File: src/hdl/tpdp_pkg.sv
// ----------------------------------------------------------------------------
// Thresholded pixel density profiler package
// Shared sizes, codes, result layout and helper functions.
// ----------------------------------------------------------------------------
package tpdp_pkg;

  localparam int MAX_WIDTH  = 1024;
  localparam int MAX_HEIGHT = 1024;
  localparam int PIXEL_BITS = 8;

  localparam int KindW     = 3;
  localparam int PixW      = 8;
  localparam int SelW      = 10;
  localparam int ResKindW  = 2;
  localparam int RowIdxW   = 10;
  localparam int CountW    = 11;
  localparam int QuadW     = 21;
  localparam int ColIdxW   = 10;
  localparam int CfgIdxW   = 2;
  localparam int CfgDataW  = 11;
  localparam int ThreshW   = 8;
  localparam int CenterW   = 11;

  localparam int ColPosW   = $clog2(MAX_WIDTH + 1);
  localparam int AddrW     = $clog2(MAX_WIDTH);
  localparam int RowsW     = $clog2(MAX_HEIGHT + 2);

  localparam int InDataW   = 24;
  localparam int OutFieldW = RowIdxW + CountW + 5 * QuadW + ColIdxW + CountW;
  localparam int OutDataW  = ((OutFieldW + 7) / 8) * 8;

  localparam int OutDepth  = 3;
  localparam int OutPtrW   = $clog2(OutDepth);
  localparam int OutCntW   = $clog2(OutDepth + 1);

  localparam logic [CountW-1:0] CountMax = '1;
  localparam logic [QuadW-1:0]  QuadMax  = '1;
  localparam logic [PixW-1:0]   PixMask  =
      (PIXEL_BITS >= PixW) ? '1 : PixW'((1 << PIXEL_BITS) - 1);

  typedef enum logic [KindW-1:0] {
    KindFrameStart = 3'd0,
    KindRowStart   = 3'd1,
    KindPixel      = 3'd2,
    KindFrameEnd   = 3'd3,
    KindReadCol    = 3'd4
  } kind_e;

  typedef enum logic [ResKindW-1:0] {
    ResRow    = 2'd0,
    ResFrame  = 2'd1,
    ResColumn = 2'd2
  } res_kind_e;

  typedef enum logic [CfgIdxW-1:0] {
    CfgThreshold = 2'd0,
    CfgCenterX   = 2'd1,
    CfgCenterY   = 2'd2
  } cfg_idx_e;

  typedef struct packed {
    logic [CountW-1:0]  column_count;
    logic [ColIdxW-1:0] column_index;
    logic [QuadW-1:0]   total_count;
    logic [QuadW-1:0]   count_lower_right;
    logic [QuadW-1:0]   count_lower_left;
    logic [QuadW-1:0]   count_upper_right;
    logic [QuadW-1:0]   count_upper_left;
    logic [CountW-1:0]  row_count;
    logic [RowIdxW-1:0] row_index;
    logic [ResKindW-1:0] result_kind;
  } result_t;

  typedef struct packed {
    logic             req;
    logic             write;
    logic             inc;
    logic             base_ok;
    logic [AddrW-1:0] addr;
  } colmem_req_t;

  function automatic logic [CountW-1:0] sat_inc_count(input logic [CountW-1:0] v);
    sat_inc_count = (v == CountMax) ? v : v + 1'b1;
  endfunction

endpackage

File: src/hdl/tpdp_outq.sv
// ----------------------------------------------------------------------------
// Result queue
// Small register queue that decouples result delivery from the pipeline.
// ----------------------------------------------------------------------------
module tpdp_outq (
  input  logic                         clk_i,
  input  logic                         rst_ni,
  input  logic                         push_i,
  input  tpdp_pkg::result_t            data_i,
  output logic [tpdp_pkg::OutCntW-1:0] count_o,
  output logic                         valid_o,
  input  logic                         pop_ready_i,
  output tpdp_pkg::result_t            data_o
);
  import tpdp_pkg::*;

  result_t              entry_q [OutDepth];
  logic [OutPtrW-1:0]   wr_ptr_q, wr_ptr_d;
  logic [OutPtrW-1:0]   rd_ptr_q, rd_ptr_d;
  logic [OutCntW-1:0]   count_q, count_d;
  logic                 pop;

  always_comb begin
    pop      = valid_o && pop_ready_i;
    wr_ptr_d = wr_ptr_q;
    rd_ptr_d = rd_ptr_q;
    count_d  = count_q;
    if (push_i) begin
      wr_ptr_d = (wr_ptr_q == OutPtrW'(OutDepth - 1)) ? '0 : wr_ptr_q + 1'b1;
    end
    if (pop) begin
      rd_ptr_d = (rd_ptr_q == OutPtrW'(OutDepth - 1)) ? '0 : rd_ptr_q + 1'b1;
    end
    if (push_i && !pop) begin
      count_d = count_q + 1'b1;
    end else if (pop && !push_i) begin
      count_d = count_q - 1'b1;
    end
  end

  assign valid_o = (count_q != '0);
  assign data_o  = entry_q[rd_ptr_q];
  assign count_o = count_q;

  always_ff @(posedge clk_i) begin
    if (push_i) begin
      entry_q[wr_ptr_q] <= data_i;
    end
  end

  always_ff @(posedge clk_i or negedge rst_ni) begin
    if (!rst_ni) begin
      wr_ptr_q <= '0;
      rd_ptr_q <= '0;
      count_q  <= '0;
    end else begin
      wr_ptr_q <= wr_ptr_d;
      rd_ptr_q <= rd_ptr_d;
      count_q  <= count_d;
    end
  end

endmodule

File: config.mk
export PLATFORM = sky130hd
export DESIGN_NAME = tpdp_outq
export DESIGN_NICKNAME = d
export VERILOG_FILES = /design/src/hdl/tpdp_pkg.sv /design/src/hdl/tpdp_outq.sv
export SDC_FILE = /design/constraint.sdc
export NUM_CORES = 1
export LEC_CHECK = 0
export BUFFER_PORTS_ARGS = -buffer_cell sky130_fd_sc_hd__buf_4
export CAP_MARGIN = 20
export CORE_ASPECT_RATIO = 1.25
export CORE_MARGIN = 1.5
export CORE_UTILIZATION = 40
export DETAILED_ROUTE_END_ITERATION = 10
export GPL_ROUTABILITY_DRIVEN = 0
export PLACE_DENSITY = 0.72
export SETUP_SLACK_MARGIN = 0.02
export SLEW_MARGIN = 20
export SYNTH_ARGS = -nofsm -noshare
export SYNTH_HDL_FRONTEND = slang
export SYNTH_SLANG_ARGS = --single-unit
export TNS_END_PERCENT = 1
File: constraint.sdc
create_clock -name clk_i -period 22.8 [get_ports clk_i]
set_input_delay 2.28 -clock clk_i [delete_from_list [all_inputs] [get_ports clk_i]]
set_output_delay 2.28 -clock clk_i [all_outputs]
set_load 0.005 [all_outputs]
==> results of run 1 <==
-- cell usage after synthesis, types with 2 or more instances --
cell type and n:
nand2_1 151, clkbuf_1 30, o21ai_0 73, buf_2 3
xor2_1 2, buf_4 8, dfrtp_1 6, edfxtp_1 447
buf_6 9, mux2i_1 149, nor3_1 2, nor2_1 2
o21ai_1 78, a21o_1 3
-- cells in the final DEF, fill, tap and decap left out, types with 2 or more instances in the layout --
master and n:
buf_4 316, clkinv_1 7, o21ai_0 73, inv_6 4, bufinv_16 2, dfrtp_4 2
o21ai_1 78, diode_2 5, clkinv_4 2, nand2_1 151, clkinv_2 7, clkbuf_16 43
clkbuf_1 9, dfrtp_1 4, mux2i_1 149, xor2_1 2, edfxtp_1 447, a21o_1 3
-- cell families after synthesis --
logic type,Yosys count,synth area share (%)
flip-flops,453,80.89
AND/OR/NAND/NOR,158,3.602
AO/OA/AOI/OAI,154,4.638
multiplexers,149,8.889
buffers and inverters,51,1.745
XOR/XNOR,3,0.1566
adder cells (fa/ha/maj),1,0.07456
-- stage by stage --
stage | cell area, um^2 | setup slack, ps | utilization [%] | total power, mW | instances
finish | 20900 | 17330 | 50.68 | 2.581 | 1868
global route | 20900 | 17120 | 50.68 | 2.714 | 1868
CTS | 20880 | 17270 | 50.65 | 2.619 | 1863
detailed placement | 19580 | 17890 | 47.49 | 1.946 | 1787
global placement | 19580 | 17900 | 47.49 | 1.931 | 1787
floorplan | 16780 | 8843 | - | 1.581 | 969
-- registers in the layout, indices dropped and copies added, names as in the netlist --
register	count
count_o	2
entry_q	447
rd_ptr_q	2
wr_ptr_q	2
-- worst paths after layout --
check | startpoint | endpoint | slack (ps)
worst max-delay path | rd_ptr_q[0] | data_o[70] | 17330
worst min register to register | count_o[1] | count_o[1] | 520
worst max register to register | wr_ptr_q[0] | entry_q[1][73] | 20290
min in group asynchronous | rst_ni | count_o[1] | 1520
max in group asynchronous | rst_ni | rd_ptr_q[0] | 21150
worst min-delay path | count_o[1] | count_o[1] | 520
-- final cells by class --
class / instances / area (um^2) / share of cell area (%)
Clock buffer: 53 / 1124 / 5.377
Tap cell: 552 / 690.7 / 3.305
Antenna cell: 5 / 12.51 / 0.05988
Multi-Input combinational cell: 465 / 2930 / 14.02
Sequential cell: 453 / 13580 / 64.99
Clock inverter: 23 / 181.4 / 0.8683
Inverter: 1 / 3.754 / 0.01796
Timing Repair Buffer: 316 / 2372 / 11.35
-- layer usage --
layer	global-route usage, %	vias up	wire length [um]
met5	0	-	0
met4	7.359	0	1201
met3	3.529	70	2156
li1	-	4298	-
met2	27.86	249	18160
met1	16.74	4439	12330
-- report_power, final --
group	leakage [nW]	internal, mW	switching (mW)
Combinational	2.71	0.367	0.397
Clock	0.641	0.374	0.295
Sequential	4.20	1.07	0.0774
Total	7.55	1.81	0.769
==> results.ini, run 1 <==
[global_routing]
grt_use_total_pct=15.36
antenna_found_initial=5
maximum_number_of_pins_on_one_net_before_global_route_repair=105
grt_pass1_vias=9168
grt.overflow.total=0
grt_first_pass_wirelength_um=50070

[timing]
max-slew-margin-rel_pct=25.82
final_hold_viol_count=0
finalWorstPathRequiredPeriod_ps=5470
holdWs_ps=522.9
fin_crit_sh_pct=23.99
setup_violations=0
rsz0062_at_grt=no
worst_clock_skew_ps=17.63
worst_pin_slew_ps=1113
finalMaxSlewViolations=0
finalSetupTns_ps=0
clock.fmax_ghz=0.1828

[cts]
quantity_of_hold_fixing_buffers_added_after_cts=0
cts_setup_buffers=0
number_of_sinks_driven_by_the_clock_tree=453
insertion_delay_ps=550
clock_tree.buffer_depth=3
clk_transition_reported_paths_ps=60
cts_buffers=43
cts.htree.levels=2
cts_tree=built
cts_resized=0
cts-root-buf=clkbuf_16

[synth]
synth_enable_flop_cells=447
mappedNetlistArea_um2=16780
synth_cell_types=20
synth_flop_cell=edfxtp_1
synthesis.instances=969
synthDominantCellAreaShare_pct=80.00
yosysTopAreaCell=edfxtp_1
syn_avg_cell_area_um2=17.32
synth.yosys.seq_area_share_pct=80.89
ys_seq_elements=453
yosys_warnings=0
synthArstFlopShare_pct=1.325
synth_nets=1123
synth_area_leaders=edfxtp_1, mux2i_1, nand2_1, o21ai_1, o21ai_0

[floorplan]
floorplan.initialDensity_pct=40.70
coreArea_um2=41230
die_height_um=232.0
ports_placed_on_the_boundary=305
die_x_um=186.2
fp.dieArea_um2=43190
std_cell_rows=83

[min_path]
min_path_cells=1
worstHoldPathType=register to register

[worst_setup_path]
cpMostUsedCell=buf_4
cp_data_required_time_ps=20520
worstPathBufferInverterCount=2
critPathMaxStageDelay_ps=1080
cp_top_family=flip-flops
worst_r2r_path_depth=3
worstSetupPathDepth=4
cp.arrival_ps=3190
worstPathCellList=buf_4 > mux2i_1 > o21ai_1 > buf_4
critical_path_peak_fanout=54
timing.critical_path.slowest_stage_cell=dfrtp_4
cp-end-kind=primary output
setup.worst_path.class=register to primary output
critical_path.startpoint_type=register

[final_layout]
number_of_nets_in_the_layout=1434
layout.filler_cells=3400
drive_gt1_share_pct=29.14
areaGrowthSynthToFinish_pct=24.53

[route]
first_iter_violations=445
wl_um=33850
antenna_violating_nets_post_route=0
drtPass1Iterations=5
vias_per_cell=4.848
dr_total_vias=9056
routed_wire_length_per_instance_um=18.12
post-route-drc-count=0

[placement]
placement.io_buffers=304
place.detailed.hpwl_um=20420

[outcome]
run_status=finished clean

[pwr]
worst_ir_drop_vdd_mv=0.08083
static-leakage-power_nw=7.546
power_density_over_the_cells_nw_per_um2=123.5

[run]
max-cap-violations=0

No activity file was read; power rests on OpenSTA's default activity.
==> inputs of run 2 (changes only) <==
clock period = 5.7 ns   (was 22.8 ns; I/O delays follow)
==> run 2 against run 1 <==
Against the previous run: combinational power rose to 4.0 times the previous value; clock power grew to 4.5 times the previous value; hold slack lost 300 ps; die area unchanged; clock-buffer cell count up 4; routed wire length fell by 1.2%; setup slack lost 15000 ps; non-clock buffer count did not move; power grew to 4.1 times the previous value; global-route usage fell by 0.21 points; utilization is 0.76 points higher; final cell count is the same.
==> results.ini, run 2 (synthesized netlist as in run 1, its figures left out) <==
[outcome]
run_status=finished clean

[global_routing]
antenna_found_initial=2  ; -3
gr-max-usage-layer=met2
grt.overflow.total=0  ; unchanged
grtUsageMet1_pct=17.63  ; +0.89 points
maximum_number_of_pins_on_one_net_before_global_route_repair=151  ; +44%
grt_use_total_pct=15.15  ; -0.21 points
grt_pass1_vias=9322  ; +1.7%
met3_track_demand_over_resource_pct=3.325  ; -0.20 points
grt_first_pass_wirelength_um=50250  ; +0.34%
groute.layer.met2.usage_pct=26.81  ; -1.0 points

[route]
post-route-drc-count=0  ; unchanged
wl_um=33440  ; -1.2%
vias_per_cell=4.868  ; +0.41%
dr_total_vias=9093  ; +0.41%
antenna_violating_nets_post_route=0  ; unchanged
first_iter_violations=522  ; +17%
drtPass1Iterations=5  ; unchanged
routed_wire_length_per_instance_um=17.90  ; -1.2%

[timing]
final_hold_viol_count=0  ; unchanged
max-slew-margin-rel_pct=29.52  ; +3.7 points
finalWorstPathRequiredPeriod_ps=3397
worst_clock_skew_ps=13.23  ; -4.395 ps
finalMaxSlewViolations=0  ; unchanged
fin_crit_sh_pct=59.60
clock.fmax_ghz=0.2943
worst_pin_slew_ps=1057  ; -55.55 ps
setup_ws_ps=2303  ; -15030 ps
setup_violations=0  ; unchanged
rsz0062_at_grt=no
holdWs_ps=222.1  ; -300.8 ps

[final_layout]
drive_gt1_share_pct=29.35  ; +0.22 points
largest_register=entry_q
post-route-util_pct=51.44  ; +0.76 points
layout.filler_cells=3363  ; -1.1%
number_of_nets_in_the_layout=1435  ; +0.070%
most-common-layout-cells=edfxtp_1, buf_4, nand2_1
area_of_the_multi_input_gates_um2=2943  ; +0.43%
largest_reg_flops=447  ; unchanged
mostFrequentLayoutCell=edfxtp_1
ff_latch_area_um2=13580  ; unchanged
areaGrowthSynthToFinish_pct=26.40

[worst_setup_path]
cp_data_required_time_ps=5130  ; -15390 ps
cp-end-kind=primary output
cp.arrival_ps=2830  ; -360 ps
reg2reg_to=rd_ptr_q[0]
worst_r2r_startpoint=rd_ptr_q[1]
worstPathCellList=buf_4 > mux2i_1 > o21ai_0 > buf_4
cpMostUsedCell=buf_4
critical_path.endpoint=data_o[30]
worstSetupPathDepth=4  ; unchanged
setup.worst_path.class=register to primary output
critPathLaunch=rd_ptr_q[0]
r2r_setup_slack_ps=3710  ; -16580 ps
critical_path_peak_fanout=58  ; +7.4%
cp_top_family=flip-flops
worst_r2r_path_depth=3  ; unchanged
worstPathBufferInverterCount=2  ; unchanged
critPathMaxStageDelay_ps=1080  ; about the same
timing.critical_path.slowest_stage_cell=dfrtp_4
critical_path.startpoint_type=register

[pwr]
static-leakage-power_nw=7.679  ; +1.8%
worst_ir_drop_vdd_mv=0.3413  ; +320%
power_density_over_the_cells_nw_per_um2=503.7  ; +310%

[cts]
cts.htree.levels=2  ; unchanged
cts_buffers=44  ; +2.3%
cts-root-buf=clkbuf_16
cts_tree=built
clock_tree.buffer_depth=3  ; unchanged
number_of_sinks_driven_by_the_clock_tree=453  ; unchanged
clk_transition_reported_paths_ps=60  ; about the same
insertion_delay_ps=540  ; about the same

[run]
max-cap-violations=0  ; unchanged

[placement]
placement.io_buffers=304  ; unchanged
dp_worst_setup_slack_ps=2842  ; -15050 ps
place.detailed.hpwl_um=19980  ; -2.2%

[floorplan]
floorplan.initialDensity_pct=40.70  ; unchanged
die_x_um=186.2  ; unchanged
ports_placed_on_the_boundary=305  ; unchanged
std_cell_rows=83  ; unchanged
coreArea_um2=41230  ; unchanged
fp.dieArea_um2=43190  ; unchanged
die_height_um=232.0  ; unchanged

[min_path]
worstHoldPathType=input port to register

[run 2: cell types whose count changed in the layout (fill, tap and decap cells not counted), sizes merged]
cell	change
dlygate4sd3	+1
inv	-2
bufinv	+6
clkinvlp	-1
diode	-4
clkbuf	+4
clkinv	-3
buf	-1
[run 2: final cells by class]
class                   instances  share of cell area [%]
clock inverters                23                   1.540
flip-flops and latches        453                   64.04
multi-input cells             465                   13.88
diodes                          1                 0.01180
clock buffers                  57                   5.664
repair buffers                316                   11.60
well taps                     552                   3.257
inverters                       1                 0.01770
[run 2: how the worst min path moves through the flow]
| stage | cells past startpoint | slack [ps] | end | start |
|---|---|---|---|---|
| after global routing | 1 | 190 | entry_q[0][124] | data_i[124] |
| final | 1 | 220 | entry_q[0][39] | data_i[39] |
| after floorplan | 0 | 270 | count_o[0] | rst_ni |
| after detailed placement | 1 | 390 | count_o[1] | rst_ni |
| after global placement | 1 | 380 | count_o[0] | rst_ni |
| after CTS | 1 | 190 | entry_q[0][39] | data_i[39] |
[run 2: layer usage]
| layer | routed length (um) | part of all wire (%) |
|---|---|---|
| met1 | 12700 | 38 |
| met2 | 17570 | 53 |
| met3 | 2039 | 6.1 |
| met4 | 1124 | 3.4 |
| met5 | 11 | 0.033 |
[run 2: repair_timing]
item                                   in CTS  in global routing
setup buffers                               0                  0
endpoints found under the hold margin       6                  0
gates resized for setup                     0                  0
hold buffers                                1                  0
[run 2: power by group]
part,internal (mW),switching [mW],total [mW]
Combinational,1.50,1.56,3.05
Clock,1.85,1.17,3.02
Sequential,4.28,0.332,4.61
[run 2: stage by stage]
| step | total power [mW] | area [um^2] | setup TNS (ps) | instances |
|---|---|---|---|---|
| floorplan | 6.234 | 16790 | -374610 | 969 |
| global placement | 7.724 | 19610 | 0 | 1784 |
| detailed placement | 7.781 | 19610 | 0 | 1784 |
| CTS | 10.81 | 21150 | 0 | 1865 |
| global route | 11.24 | 21210 | 0 | 1868 |
| finish | 10.68 | 21210 | 0 | 1868 |
==> inputs of run 3 (changes only) <==
clock period = 3.6 ns   (was 5.7 ns; I/O delays follow)
==> run 3 against run 2 <==
Against the previous run: hold slack worse by 44 ps; critical path depth did not move; via count increased by 7.1%; sequential power up 57%; clock skew shrank 2.7 ps; flip-flop and latch count did not move; sequential share of layout area is 4.1 points lower; register-to-register slack lost 2000 ps; global-route usage grew 1.3 points; non-clock buffer count is 157 higher.
==> results.ini, run 3 (synthesized netlist as in run 1, its figures left out) <==
[route]
drtPass1Iterations=6  ; +1
first_iter_violations=467  ; -11%
post-route-drc-count=0  ; unchanged
antenna_violating_nets_post_route=0  ; unchanged
routed_wire_length_per_instance_um=17.78  ; -0.69%
dr_total_vias=9735  ; +7.1%
wl_um=36020  ; +7.7%
vias_per_cell=4.805  ; -1.3%

[timing]
final_hold_viol_count=0  ; unchanged
fin_crit_sh_pct=79.58
rsz0062_at_grt=no
worst_clock_skew_ps=10.57  ; -2.665 ps
max-slew-margin-rel_pct=35.91  ; +6.4 points
setup_ws_ps=735.1  ; -1568 ps
clock.fmax_ghz=0.3490
finalWorstPathRequiredPeriod_ps=2865
setup_violations=0  ; unchanged
worst_pin_slew_ps=961.4  ; -95.76 ps
finalMaxSlewViolations=0  ; unchanged

[global_routing]
grt_first_pass_wirelength_um=54250  ; +8.0%
grt.overflow.total=0  ; unchanged
grt_pass1_vias=10240  ; +9.9%
grt_use_total_pct=16.43  ; +1.3 points
antenna_found_initial=2  ; unchanged
maximum_number_of_pins_on_one_net_before_global_route_repair=151  ; unchanged

[worst_setup_path]
reg2reg_to=entry_q[1][102]
setup.worst_path.class=register to primary output
worst_r2r_path_depth=3  ; unchanged
cp.arrival_ps=2500  ; -330 ps
cp_data_required_time_ps=3240  ; -1890 ps
critPathLaunch=rd_ptr_q[0]
critical_path.endpoint=data_o[32]
critical_path_peak_fanout=37  ; -36%
critical_path.startpoint_type=register
cp-end-kind=primary output
worst_r2r_startpoint=wr_ptr_q[0]
r2r_setup_slack_ps=1730  ; -1980 ps

[final_layout]
largest_reg_flops=447  ; unchanged
layoutNonFillerInstCount=2026  ; +8.5%
number_of_nets_in_the_layout=1592  ; +11%
mostFrequentLayoutCell=edfxtp_1
ff_latch_area_um2=13580  ; unchanged
areaGrowthSynthToFinish_pct=35.15
largest_register=entry_q
most-common-layout-cells=edfxtp_1, buf_4, nand2_1
area_of_the_multi_input_gates_um2=2943  ; unchanged
drive_gt1_share_pct=26.43  ; -2.9 points
layout.filler_cells=3147  ; -6.4%

[cts]
clock_tree.buffer_depth=3  ; unchanged
quantity_of_hold_fixing_buffers_added_after_cts=150  ; +149
clk_transition_reported_paths_ps=60  ; about the same
cts_tree=built
number_of_sinks_driven_by_the_clock_tree=453  ; unchanged
cts.htree.levels=2  ; unchanged
cts_setup_buffers=0  ; unchanged
cts_resized=0  ; unchanged
insertion_delay_ps=550  ; about the same
cts-root-buf=clkbuf_16
cts_buffers=44  ; unchanged

[placement]
place.detailed.hpwl_um=21250  ; +6.4%
dp_cells=1794  ; +0.56%
placement.io_buffers=304  ; unchanged
dp_worst_setup_slack_ps=1308  ; -1533 ps

[floorplan]
die_x_um=186.2  ; unchanged
floorplan.initialDensity_pct=40.70  ; unchanged
fp.dieArea_um2=43190  ; unchanged
die_height_um=232.0  ; unchanged
coreArea_um2=41230  ; unchanged
std_cell_rows=83  ; unchanged
ports_placed_on_the_boundary=305  ; unchanged

[outcome]
run_status=finished clean

[run]
max-cap-violations=0  ; unchanged

[pwr]
worst_ir_drop_vdd_mv=0.7181  ; +110%
power_density_over_the_cells_nw_per_um2=745.3  ; +48%
static-leakage-power_nw=8.282  ; +7.9%
finalPower_mw=16.90  ; +58%

[min_path]
worstHoldPathType=input port to async pin

## run 3: changes by cell type in the layout (fill, tap and decap cells not counted), sizes merged
cell,previous run,this run
buf,315,323
bufinv,8,3
clkbuf,57,53
clkinv,13,17
clkinvlp,0,2
diode,1,2
dlygate4sd3,1,150
inv,3,6
## run 3: worst min path at each step
stage          cells past startpoint    endpoint  slack [ps]    from
2_1_floorplan                      0  count_o[0]          60  rst_ni
3_3_place_gp                       1  count_o[0]         170  rst_ni
3_5_place_dp                       1  count_o[1]         170  rst_ni
4_1_cts                            2  count_o[0]         130  rst_ni
5_1_grt                            2  count_o[0]         160  rst_ni
6_report                           2  count_o[0]         180  rst_ni
## run 3: metrics by stage
stage	hold WS [ps]	cell area (um^2)	setup TNS, ps	utilization [%]
4_1_cts	132.2	22670	0	54.99
3_5_place_dp	174.6	19790	0	48.01
5_1_grt	163.9	22670	0	55.00
6_report	178.2	22680	0	55.00
3_3_place_gp	175.0	19790	0	48.01
2_1_floorplan	64.41	16810	-301490	-
## run 3: report_power, final
part / internal [mW] / total (mW) / switching [mW]
Clock: 2.51 / 4.39 / 1.87
Combinational: 2.60 / 5.28 / 2.68
Sequential: 6.77 / 7.23 / 0.454
Total: 11.9 / 16.9 / 5.01
## run 3: cell type report
type	instances	share of cell area (%)
clock buffer	53	5.098
tap	552	3.046
sequential	453	59.89
clock inverter	27	0.9766
inverter	1	0.01655
antenna	2	0.02207
multi-input combinational	465	12.98
timing repair buffer	473	17.98
## run 3: critical path, cell delays in order, from the launching register on
cell,delay (ps)
dfrtp_4,910
buf_4,490
mux2i_1,130
o21ai_0,250
buf_4,160
## run 3: routing by layer
metal  wire length [um]  global-route usage, %  share of wire [%]  vias to the layer above
met2              19420                  30.31                 54                      275
li1                   -                      -                  -                     4613
met3               1975                  3.607                5.5                       77
met1              13360                  18.01                 37                     4768
met4               1255                  6.804                3.5                        2
met5                 13                      0              0.036                        -
